===== src/hdl/sort_merge_index_xor_sum_assert.svh =====
// assertion macros for the sort, merge and index-xor-sum block
`ifndef SORT_MERGE_INDEX_XOR_SUM_ASSERT_SVH
`define SORT_MERGE_INDEX_XOR_SUM_ASSERT_SVH

`ifndef SYNTHESIS

// same-cycle implication
`define SMX_ASSERT_IMPLIES(label, clk, rst, pre, post, msg) \
  label: assert property (@(posedge clk) disable iff (rst) (pre) |-> (post)) \
    else $error(msg);

// next-cycle implication
`define SMX_ASSERT_NEXT(label, clk, rst, pre, post, msg) \
  label: assert property (@(posedge clk) disable iff (rst) (pre) |=> (post)) \
    else $error(msg);

`else

`define SMX_ASSERT_IMPLIES(label, clk, rst, pre, post, msg)
`define SMX_ASSERT_NEXT(label, clk, rst, pre, post, msg)

`endif

`endif


===== src/hdl/smx_pkg.sv =====
package smx_pkg;

  localparam int MAX_LEN = 1024;
  localparam int ADDR_W  = $clog2(MAX_LEN);
  localparam int LEN_W   = $clog2(MAX_LEN + 1);
  localparam int MRG_W   = $clog2(2 * MAX_LEN + 1);
  localparam int DATA_W  = 32;

  // result codes
  localparam logic [1:0] SUM_A = 2'd0;
  localparam logic [1:0] SUM_B = 2'd1;
  localparam logic [1:0] SUM_M = 2'd2;

  typedef struct packed {
    logic       load;
    logic       sel_b;
    logic       init_sort;
    logic       rd_i;
    logic       ld_key;
    logic       rd_jm1;
    logic       wr_key;
    logic       wr_shift;
    logic       init_sum;
    logic       rd_k;
    logic       acc_k;
    logic       init_merge;
    logic       rd_merge;
    logic       acc_merge;
    logic       emit;
    logic [1:0] code;
    logic       last;
    logic       clr_counts;
  } cmd_t;

  typedef struct packed {
    logic i_done;
    logic j_zero;
    logic key_lt;
    logic k_done;
    logic merge_done;
    logic out_free;
  } status_t;

endpackage


===== src/hdl/smx_ctrl.sv =====
module smx_ctrl
  import smx_pkg::*;
(
  input  logic    clk,
  input  logic    rst,
  input  logic    item_valid,
  input  logic    last_item,
  output logic    item_ready,
  input  status_t status,
  output cmd_t    cmd
);

  localparam logic [3:0] ST_LOAD      = 4'd0;
  localparam logic [3:0] ST_SORT_KEY  = 4'd1;
  localparam logic [3:0] ST_SORT_LD   = 4'd2;
  localparam logic [3:0] ST_SORT_CHK  = 4'd3;
  localparam logic [3:0] ST_SORT_CMP  = 4'd4;
  localparam logic [3:0] ST_SUM_RD    = 4'd5;
  localparam logic [3:0] ST_SUM_ACC   = 4'd6;
  localparam logic [3:0] ST_MERGE_RD  = 4'd7;
  localparam logic [3:0] ST_MERGE_ACC = 4'd8;
  localparam logic [3:0] ST_EMIT      = 4'd9;

  logic [3:0] state, state_next;
  logic [1:0] phase, phase_next;

  assign item_ready = (state == ST_LOAD);

  always_ff @(posedge clk) begin
    if (rst) begin
      state <= ST_LOAD;
      phase <= SUM_A;
    end else begin
      state <= state_next;
      phase <= phase_next;
    end
  end

  always_comb begin
    cmd        = '0;
    cmd.sel_b  = (phase == SUM_B);
    cmd.code   = phase;
    cmd.last   = (phase == SUM_M);
    state_next = state;
    phase_next = phase;
    unique case (state)
      ST_LOAD: begin
        cmd.load = item_valid;
        if (item_valid && last_item) begin
          cmd.init_sort = 1'b1;
          phase_next    = SUM_A;
          state_next    = ST_SORT_KEY;
        end
      end
      ST_SORT_KEY: begin
        if (status.i_done) begin
          cmd.init_sum = 1'b1;
          state_next   = ST_SUM_RD;
        end else begin
          cmd.rd_i   = 1'b1;
          state_next = ST_SORT_LD;
        end
      end
      ST_SORT_LD: begin
        cmd.ld_key = 1'b1;
        state_next = ST_SORT_CHK;
      end
      ST_SORT_CHK: begin
        if (status.j_zero) begin
          cmd.wr_key = 1'b1;
          state_next = ST_SORT_KEY;
        end else begin
          cmd.rd_jm1 = 1'b1;
          state_next = ST_SORT_CMP;
        end
      end
      ST_SORT_CMP: begin
        if (status.key_lt) begin
          cmd.wr_shift = 1'b1;
          state_next   = ST_SORT_CHK;
        end else begin
          cmd.wr_key = 1'b1;
          state_next = ST_SORT_KEY;
        end
      end
      ST_SUM_RD: begin
        if (status.k_done) begin
          state_next = ST_EMIT;
        end else begin
          cmd.rd_k   = 1'b1;
          state_next = ST_SUM_ACC;
        end
      end
      ST_SUM_ACC: begin
        cmd.acc_k  = 1'b1;
        state_next = ST_SUM_RD;
      end
      ST_MERGE_RD: begin
        if (status.merge_done) begin
          state_next = ST_EMIT;
        end else begin
          cmd.rd_merge = 1'b1;
          state_next   = ST_MERGE_ACC;
        end
      end
      ST_MERGE_ACC: begin
        cmd.acc_merge = 1'b1;
        state_next    = ST_MERGE_RD;
      end
      ST_EMIT: begin
        if (status.out_free) begin
          cmd.emit = 1'b1;
          priority if (phase == SUM_A) begin
            cmd.init_sort = 1'b1;
            phase_next    = SUM_B;
            state_next    = ST_SORT_KEY;
          end else if (phase == SUM_B) begin
            cmd.init_merge = 1'b1;
            phase_next     = SUM_M;
            state_next     = ST_MERGE_RD;
          end else begin
            cmd.clr_counts = 1'b1;
            phase_next     = SUM_A;
            state_next     = ST_LOAD;
          end
        end
      end
      default: begin
        state_next = ST_LOAD;
      end
    endcase
  end

endmodule


===== config.mk =====
export PLATFORM = sky130hd
export DESIGN_NAME = smx_ctrl
export DESIGN_NICKNAME = d
export VERILOG_FILES = /design/src/hdl/sort_merge_index_xor_sum_assert.svh /design/src/hdl/smx_pkg.sv /design/src/hdl/smx_ctrl.sv
export SDC_FILE = /design/constraint.sdc
export NUM_CORES = 1
export LEC_CHECK = 0
export BUFFER_PORTS_ARGS = -buffer_cell sky130_fd_sc_hd__buf_2
export CAP_MARGIN = 20
export CORE_MARGIN = 4
export CORE_UTILIZATION = 43
export CTS_BUF_LIST = sky130_fd_sc_hd__clkbuf_4 sky130_fd_sc_hd__clkbuf_8 sky130_fd_sc_hd__clkbuf_16
export DETAILED_ROUTE_END_ITERATION = 10
export PLACE_DENSITY = 0.77
export SYNTH_ARGS = -nofsm -noshare
export SYNTH_HDL_FRONTEND = slang
export SYNTH_SLANG_ARGS = --single-unit
export TNS_END_PERCENT = 30

===== constraint.sdc =====
create_clock -name clk -period 2.2 [get_ports clk]
set_clock_uncertainty 0.1 [all_clocks]
set_input_delay 0.66 -clock clk [delete_from_list [all_inputs] [get_ports clk]]
set_output_delay 0.66 -clock clk [all_outputs]
set_load 0.05 [all_outputs]

# == Word level (Yosys, flattened, before mapping) ==
# Cells that the tools add are included.
# totals
ff_bits,6
latchBits,0
ram_bits,0
mem_bits_ro,0
inputBits,10
out_inout_bits,20
n_memories,0
# op_classes
addsub,0
mul,0
n_div,0
n_lt_le_gt_ge,0
n_eq_ne,13
shifts,0
muxes,48
bitwise_logic,0
n_reduce_logical,6
# op_table
operator,n
one-hot mux 4 bit (10 select lines),1
two-way mux 1 bit,32
"equality test 4 x 3 -> 1 bit, second input constant",4
two-way mux 3 bit,4
two-way mux 4 bit,3
two-way mux 2 bit,5
"equality test 4 x 2 -> 1 bit, second input constant",2
"equality test 4 bit, second input constant",2
"equality test 4 x 1 -> 1 bit, second input constant",1
logical NOT 4 bit,1
one-hot mux 1 bit (2 select lines),2
one-hot mux 2 bit (2 select lines),1
AND reduction 3 bit,1
"equality test 2 x 1 -> 1 bit, second input constant",1
"equality test 2 bit, second input constant",1
logical NOT 2 bit,1
"inequality test 2 x 1 -> 1 bit, second input constant",1
"inequality test 2 bit, second input constant",1
AND reduction 2 bit,1
nonzero test 2 bit,1
logical AND 1 bit,1

# == Longest topological paths before layout ==
# Gate-level depths: netlist of run 1.
# depth
word_depth,5
mapped_depth,6
mapped_depth_nobuf,5

# == Worst setup path before layout of run 1 ==
# No wires, ideal clock.
# synth_path
path_kind,register to output
from,register state[1]
to,output cmd[10] in the netlist's numbering
t_arrival_ps,2262
required_ps,1440
slack_ps,-822
stages_incl_launch_ff,4
path_cell_list,dfxtp_1 > buf_6 > nand2b_1 > nor4b_1
# synth_lines
element,line_no,rtl
start: declaration,smx_ctrl.sv:24,"logic [3:0] state, state_next;"
start signal: assignment,smx_ctrl.sv:34,state <= state_next;
end: declaration,smx_ctrl.sv:10,output cmd_t cmd

==> results.toml, run 1 <==
[drt]
via_count = 743
avgViaCountPerCell = 5.72
drt_pass1_iterations = 4
drt-wirelength-per-cell_um = 12.9
drt_iter0_drc = 20
postRouteWirelength_um = 1680
antenna_left = 0
drt_drc_violations_left = 0

[finish]
share_of_cells_above_drive_strength_1 = 0.491
fillerInstances = 89
footprint_of_the_multi_input_gates_um2 = 448
layout-area-overhead-vs-synth_pct = 59.2
register_area_um2 = 130
stdcell_count = 130
fin_area_um2 = 892
fin_nets = 128
finish.utilization = 0.762
final_antenna_diode_count = 0

[cts]
tritoncts = "done"
cts_buffers = 3
clock_sinks = 6
post_cts.repair.setup_buffers = 0
clk_pin_slew_worst_paths_ps = 50
cts-root-to-sink-buffers = 2
htree_num_levels = 1
clock_tree_root = "sky130_fd_sc_hd__clkbuf_4"
hold_buffers = 0
clk_latency_ps = 240

[sta]
worst_slew_margin_rel = 0.800
post-route-period-util = 0.990
setup_violations = 0
final-max-slew-violation-count = 0
max_clock_freq_ghz = 0.459
tightest_slew_ps = 299
unrepaired_setup_endpoints_after_global_routing = "true"
final_period_minus_worst_setup_slack_ps = 2180
report.final.hold_viol_count = 0

[floorplan]
chip_height_um = 44.1
floorplan.core_area_um2 = 1170
io-pin-count = 30
core.rowCount = 12
initial_utilization = 0.479
horizontal_die_dimension_um = 44.1
design.die.area_um2 = 1950

[yosys]
synth-async-reset-ratio = 0
synth_top_flop_cell = "sky130_fd_sc_hd__dfxtp_1"
ys_ff_latch = 6
number_of_synthesized_flops_with_an_enable_pin = 0
synth.yosys.warnings = 0
mappedNetlistArea_um2 = 561
synthesis.instances = 81
synth_top_cells_by_count = "sky130_fd_sc_hd__a21oi_1, sky130_fd_sc_hd__nand2_1, sky130_fd_sc_hd__dfxtp_1"
synth.area.top_cells = "sky130_fd_sc_hd__dfxtp_1, sky130_fd_sc_hd__a21oi_1, sky130_fd_sc_hd__nand2b_1, sky130_fd_sc_hd__nor2b_1, sky130_fd_sc_hd__nand2_1"
ys_seq_area_frac = 0.214
synth_top_cell_area_share = 0.214
yosys.cell_types.count = 32
synthesis.nets = 91
post_synth.cell_area_avg_um2 = 6.92
post-synth-top-area-cell = "sky130_fd_sc_hd__dfxtp_1"

[worst_setup_path]
timing.reg2reg.setup_slack_ps = 640
cp_max_fo = 4
crit_arrival_ps = 1420
critical_path_required_ps = 1440
critical_path.startpoint_type = "register"
cp_endpoint_kind = "output port"
worst-setup-path-type = "reg -> out"
cell_depth_of_the_worst_flop_to_flop_path = 5

[placed_design]
port-buffer-count = 29
placed_cells_incl_taps = 127
gpl.final_weighted_congestion = 0.851
placedInstanceArea_um2 = 796
detailed_place_hpwl_um = 1320

[global_route]
grt_pass1_wl_um = 2850
globalRoute.totalOverflow = 0
grt_pass1_vias = 656
largest_net_degree_at_the_start_of_global_routing = 13
antenna_violations_before_repair = 0
groute.usage.overall = 0.193

[power_and_ir_drop]
vdd.ir_drop.worst_v = 0.000353
leakage_nw = 0.416
power.density_cell_area_nw_per_um2 = 401
fin_total_pwr_uw = 357

[flow_run]
maxCapViolCount = 0

[run_status]
outcome = "complete, no violations"

[min_path]
worst_hold_path_type = "reg -> reg"
worstHoldPathCells = 2
[registers in the layout, indices dropped and copies added (netlist names)]
signal / cells
state: 4
phase: 2
[through the flow]
| stage | worst slack [ps] | hold slack (ps) | TNS, ps |
|---|---|---|---|
| finish | 22.8 | 420 | 0 |
| global route | -75.6 | 437 | -203 |
| CTS | 1.43 | 415 | 0 |
| detailed placement | -36.4 | 419 | -36.4 |
| global placement | -26.2 | 407 | -26.2 |
| floorplan | -272 | 604 | -2200 |
[layer usage]
layer | track usage | vias up | wire length, µm
met5 | 0 | - | 0
met4 | 0.0482 | 0 | 17
met3 | 0.0650 | 2 | 130
met2 | 0.331 | 31 | 854
met1 | 0.229 | 347 | 681
li1 | - | 363 | -
[worst max-delay path: stages, from the launching register on]
cell and delay, ps:
sky130_fd_sc_hd__dfxtp_4 370, sky130_fd_sc_hd__nor2b_2 160, sky130_fd_sc_hd__nand3_2 80, sky130_fd_sc_hd__or3_1 320
sky130_fd_sc_hd__nand2_1 90, sky130_fd_sc_hd__buf_6 150
[layout make-up]
| class | instances | area share |
|---|---|---|
| tap | 14 | 0.0196 |
| timing repair buffer | 37 | 0.282 |
| multi-input combinational | 64 | 0.502 |
| sequential | 6 | 0.146 |
| clock buffer | 3 | 0.0252 |
| inverter | 6 | 0.0252 |
[cell families (layout without fill, tap and decap cells)]
| family | after synthesis | after routing | share of synthesized area |
|---|---|---|---|
| and+or+nand+nor | 43 | 43 | 0.435 |
| AOI/OAI and AO/OA | 21 | 21 | 0.254 |
| DFF | 6 | 6 | 0.214 |
| buffers and inverters | 11 | 46 | 0.0960 |
[where the power goes]
part | internal, mW | total, mW | switching, mW | leakage [nW]
Combinational | 0.0524 | 0.138 | 0.0861 | 0.351
Clock | 0.0616 | 0.100 | 0.0387 | 0.0138
Sequential | 0.112 | 0.119 | 0.00645 | 0.0510
[final timing paths]
check                           startpoint  endpoint
worst min register to register    phase[0]  phase[0]
worst min-delay path              phase[0]  phase[0]
worst max register to register    state[2]  state[0]
worst max-delay path              state[0]   cmd[16]
[what timing repair did]
action	4_1_cts	5_1_grt
setup endpoints to repair	13	12
gates resized for setup	13	16
pin swaps	0	1
[cell usage in the layout (no fill, tap or decap), types with 4 or more instances in the layout]
cell type                  instances
sky130_fd_sc_hd__clkbuf_4          6
sky130_fd_sc_hd__nand2b_1          4
sky130_fd_sc_hd__buf_2            18
sky130_fd_sc_hd__buf_4            11
sky130_fd_sc_hd__nor2_1            4
sky130_fd_sc_hd__buf_6             5
sky130_fd_sc_hd__nand2_1           7
sky130_fd_sc_hd__inv_1             5
sky130_fd_sc_hd__a21oi_1           7
Note: power is estimated with default switching activity, not from simulation.
==> run 2, diff against run 1 <==
Settings changed: CORE_UTILIZATION 43 to 32, PLACE_DENSITY 0.77 to default.
==> results.toml, run 2 (synthesis gave the netlist of run 1 again) <==
[sta]
worst_slew_margin_rel = 0.808
tightest_slew_ps = 286
final-max-slew-violation-count = 0
report.final.hold_viol_count = 0
max_clock_freq_ghz = 0.456
hold_slack_ps = 426
final_critical_path_setup_slack_ps = 5.82
final_period_minus_worst_setup_slack_ps = 2190
setup_violations = 0
post-route-period-util = 0.997
timing.setup.tns_ps = 0
unrepaired_setup_endpoints_after_global_routing = "true"

[drt]
drt_pass1_iterations = 4
drt_iter0_drc = 17
postRouteWirelength_um = 1710
antenna_left = 0
drt_drc_violations_left = 0
via_count = 708
avgViaCountPerCell = 5.36
drt-wirelength-per-cell_um = 12.9

[floorplan]
design.die.area_um2 = 2490
chip_height_um = 49.9
initial_utilization = 0.356
io-pin-count = 30
floorplan.core_area_um2 = 1580
core.rowCount = 14
horizontal_die_dimension_um = 49.9

[placed_design]
detailed_place_hpwl_um = 1280
port-buffer-count = 29
placed_cells_incl_taps = 129
placedInstanceArea_um2 = 811
pre_cts_slack_ps = -54.1
gpl.final_weighted_congestion = 0.762

[finish]
stdcell_count = 132
layout_commonest_cell = "sky130_fd_sc_hd__buf_2"
footprint_of_the_multi_input_gates_um2 = 453
fin_area_um2 = 913
largest_register_ff_count = 4
share_of_cells_above_drive_strength_1 = 0.483
fillerInstances = 154
regMostFlops = "state"
fin_nets = 128
finish.utilization = 0.579
layout_common_cells = "sky130_fd_sc_hd__buf_2, sky130_fd_sc_hd__buf_4, sky130_fd_sc_hd__nand2_1, sky130_fd_sc_hd__a21oi_1"
register_area_um2 = 125
final_antenna_diode_count = 0
top_regs = "state: 4 flops, phase: 2 flops"
layout-area-overhead-vs-synth_pct = 62.9

[global_route]
globalRoute.totalOverflow = 0
grt_most_used_layer = "met2"
antenna_violations_before_repair = 0
groute.usage.overall = 0.143
grt_pass1_wl_um = 2700
use_met2 = 0.242
grt_pass1_vias = 644
grt.met1_usage = 0.163
globalRouteMet3Util = 0.0693
largest_net_degree_at_the_start_of_global_routing = 15

[power_and_ir_drop]
swShare = 0.372
vdd.ir_drop.worst_v = 0.000240
switchingPower_uw = 135
power.density_cell_area_nw_per_um2 = 397
p_int_uw = 228
proportion_of_power_drawn_by_combinational_gates = 0.399
clock_power_share = 0.282
seq_power_share = 0.319
fin_total_pwr_uw = 362
leakage_nw = 0.424

[cts]
clk_pin_slew_worst_paths_ps = 40
tritoncts = "done"
htree_num_levels = 1
post_cts.repair.setup_buffers = 0
clock_sinks = 6
clk_latency_ps = 250
cts_buffers = 3
cts-root-to-sink-buffers = 2
clock_tree_root = "sky130_fd_sc_hd__clkbuf_4"

[worst_setup_path]
critical_path.startpoint_type = "register"
crit_arrival_ps = 1430
worst-setup-path-type = "reg -> out"
cp_endpoint_kind = "output port"
cp_max_fo = 3
critical_path_required_ps = 1440

[min_path]
worst_hold_path_type = "reg -> reg"

[run_status]
outcome = "complete, no violations"

[flow_run]
maxCapViolCount = 0
-- run 2: cell counts in the layout (fill, tap and decap cells not counted) --
No cell type changed its count.
-- run 2: power by group through the flow --
stage | clock network (mW) | logic [mW] | registers, mW
6_report | 0.102 | 0.145 | 0.116
5_1_grt | 0.113 | 0.155 | 0.116
4_1_cts | 0.105 | 0.136 | 0.116
3_5_place_dp | 0 | 0.132 | 0.118
3_3_place_gp | 0 | 0.131 | 0.118
2_1_floorplan | 0 | 0.0914 | 0.119
-- run 2: layout make-up --
class,instances,area share
clock buffers,3,0.0247
inverters,6,0.0247
multi-input cells,64,0.496
flip-flops and latches,6,0.137
well taps,16,0.0219
repair buffers,37,0.296
-- run 2: worst max-delay path: stages (launching register included) --
cell and delay (ps):
sky130_fd_sc_hd__dfxtp_4 370, sky130_fd_sc_hd__nor2b_1 140, sky130_fd_sc_hd__nand3_1 100, sky130_fd_sc_hd__or3_1 330, sky130_fd_sc_hd__nand2_1 90, sky130_fd_sc_hd__buf_6 150
-- run 2: timing repair --
action                     4_1_cts  5_1_grt
resized for setup               10       20
cloned                           0        0
hold buffers                     0        0
setup endpoints to repair       10       13
-- run 2: routing by layer --
layer	vias up	wire, µm
li1	365	-
met1	318	742
met2	23	823
met3	2	139
met4	0	2
met5	-	0
-- run 2: final timing paths --
| kind | from | to | slack [ps] | cells after the start |
|---|---|---|---|---|
| hold / removal | phase[0] | phase[0] | 430 | 2 |
| setup reg to reg | state[2] | state[0] | 630 | 5 |
| setup / recovery | state[3] | cmd[16] | 6 | 5 |
| hold reg to reg | phase[0] | phase[0] | 430 | 2 |
==> run 3, diff against run 2 <==
Settings changed: CTS_BUF_LIST sky130_fd_sc_hd__clkbuf_4 sky130_fd_sc_hd__clkbuf_8 sky130_fd_sc_hd__clkbuf_16 to default.
Clock period 2.2 ns to 2.5 ns, I/O delays scaled along.
==> results.toml, run 3 (synthesis gave the netlist of run 1 again) <==
[run_status]
outcome = "complete, no violations"

[power_and_ir_drop]
proportion_of_power_drawn_by_combinational_gates = 0.359
leakage_nw = 0.407
clock_power_share = 0.299
switchingPower_uw = 115
swShare = 0.374
fin_total_pwr_uw = 308
seq_power_share = 0.342
power.density_cell_area_nw_per_um2 = 375
vdd.ir_drop.worst_v = 0.000267
p_int_uw = 193

[finish]
fillerInstances = 160
share_of_cells_above_drive_strength_1 = 0.405
fin_area_um2 = 821
final_antenna_diode_count = 0
footprint_of_the_multi_input_gates_um2 = 423
layout-area-overhead-vs-synth_pct = 46.4
regMostFlops = "state"
fin_nets = 128
stdcell_count = 132
register_area_um2 = 123
layout_commonest_cell = "sky130_fd_sc_hd__buf_2"
largest_register_ff_count = 4
layout_common_cells = "sky130_fd_sc_hd__buf_2, sky130_fd_sc_hd__buf_4, sky130_fd_sc_hd__nand2_1, sky130_fd_sc_hd__a21oi_1"
top_regs = "state: 4 flops, phase: 2 flops"

[global_route]
grt_pass1_vias = 586
grt_pass1_wl_um = 2600
largest_net_degree_at_the_start_of_global_routing = 14
globalRoute.totalOverflow = 0
groute.usage.overall = 0.132
antenna_violations_before_repair = 0

[sta]
report.final.hold_viol_count = 0
setup_violations = 0
final_period_minus_worst_setup_slack_ps = 2410
final-max-slew-violation-count = 0
hold_slack_ps = 414
timing.setup.tns_ps = 0
unrepaired_setup_endpoints_after_global_routing = "false"
max_clock_freq_ghz = 0.416
post-route-period-util = 0.963
worst_slew_margin_rel = 0.822
tightest_slew_ps = 265

[floorplan]
io-pin-count = 30
chip_height_um = 49.9
floorplan.core_area_um2 = 1580
initial_utilization = 0.356
design.die.area_um2 = 2490
core.rowCount = 14
horizontal_die_dimension_um = 49.9

[placed_design]
port-buffer-count = 29
placed_cells_incl_taps = 129
gpl.final_weighted_congestion = 0.756
placedInstanceArea_um2 = 782
detailed_place_hpwl_um = 1270

[worst_setup_path]
cp_max_fo = 2
crit_arrival_ps = 1560
critical_path_required_ps = 1650
cp_endpoint_kind = "output port"
worst-setup-path-type = "in -> out"
critical_path.startpoint_type = "primary input"

[drt]
avgViaCountPerCell = 5.24
drt_iter0_drc = 16
drt_pass1_iterations = 4
antenna_left = 0
drt_drc_violations_left = 0
drt-wirelength-per-cell_um = 11.8
via_count = 692
postRouteWirelength_um = 1560

[cts]
hold_buffers = 0
post_cts.repair.setup_buffers = 0
htree_num_levels = 1
cts_buffers = 3
clk_latency_ps = 250
tritoncts = "done"
clock_sinks = 6
clk_pin_slew_worst_paths_ps = 50
clock_tree_root = "sky130_fd_sc_hd__clkbuf_4"
cts-root-to-sink-buffers = 2

[flow_run]
maxCapViolCount = 0

[min_path]
worst_hold_path_type = "reg -> reg"
==> run 3: cell count changes in the layout (fill, tap and decap cells not counted), moves of 2 or more <==
cell,previous run,this run
sky130_fd_sc_hd__nand2b_1,3,5
sky130_fd_sc_hd__nor3_1,1,4
sky130_fd_sc_hd__nor3_2,3,0
sky130_fd_sc_hd__nand2b_2,2,0
sky130_fd_sc_hd__buf_2,17,27
sky130_fd_sc_hd__clkbuf_4,6,4
sky130_fd_sc_hd__buf_6,6,0
sky130_fd_sc_hd__nor4_2,3,1
==> run 3: layer usage <==
layer,GRT usage,part of all wire
met5,0,0
met4,0.0276,0
met3,0.0422,0.063
met2,0.200,0.45
met1,0.181,0.49
==> run 3: final cells by class <==
type / count / area share
inverter: 6 / 0.0274
multi-input combinational: 64 / 0.515
clock buffer: 3 / 0.0274
sequential: 6 / 0.149
tap: 16 / 0.0244
timing repair buffer: 37 / 0.256
==> run 3: power by group through the flow <==
stage | Combinational, mW | Sequential [mW] | Clock [mW]
2_1_floorplan | 0.0777 | 0.104 | 0
3_3_place_gp | 0.107 | 0.106 | 0
3_5_place_dp | 0.108 | 0.106 | 0
4_1_cts | 0.108 | 0.104 | 0.0919
5_1_grt | 0.119 | 0.106 | 0.0955
6_report | 0.111 | 0.105 | 0.0922
==> run 3: final timing paths <==
path	from	endpoint	slack, ps	cells after the start
worst max-delay path	status[0]	cmd[16]	90	5
worst min-delay path	phase[0]	phase[0]	410	2
worst max register to register	state[3]	state[0]	870	5
worst min register to register	phase[0]	phase[0]	410	2
==> run 3: metrics by stage <==
step	setup slack, ps	utilization
CTS	31.1	0.510
global route	2.56	0.521
finish	93.5	0.521
global placement	69.6	0.496
floorplan	-599	-
detailed placement	59.5	0.496
==> run 3: timing repair <==
action / CTS / global route
endpoints found under the setup margin: 0 / 5
resized for setup: 0 / 6
endpoints found under the hold margin: 0 / 0
==> run 3: critical path: stages <==
cell and delay [ps]:
sky130_fd_sc_hd__buf_2 90, sky130_fd_sc_hd__nand3_1 80, sky130_fd_sc_hd__or3_1 340, sky130_fd_sc_hd__nand2_1 70
sky130_fd_sc_hd__clkbuf_4 220
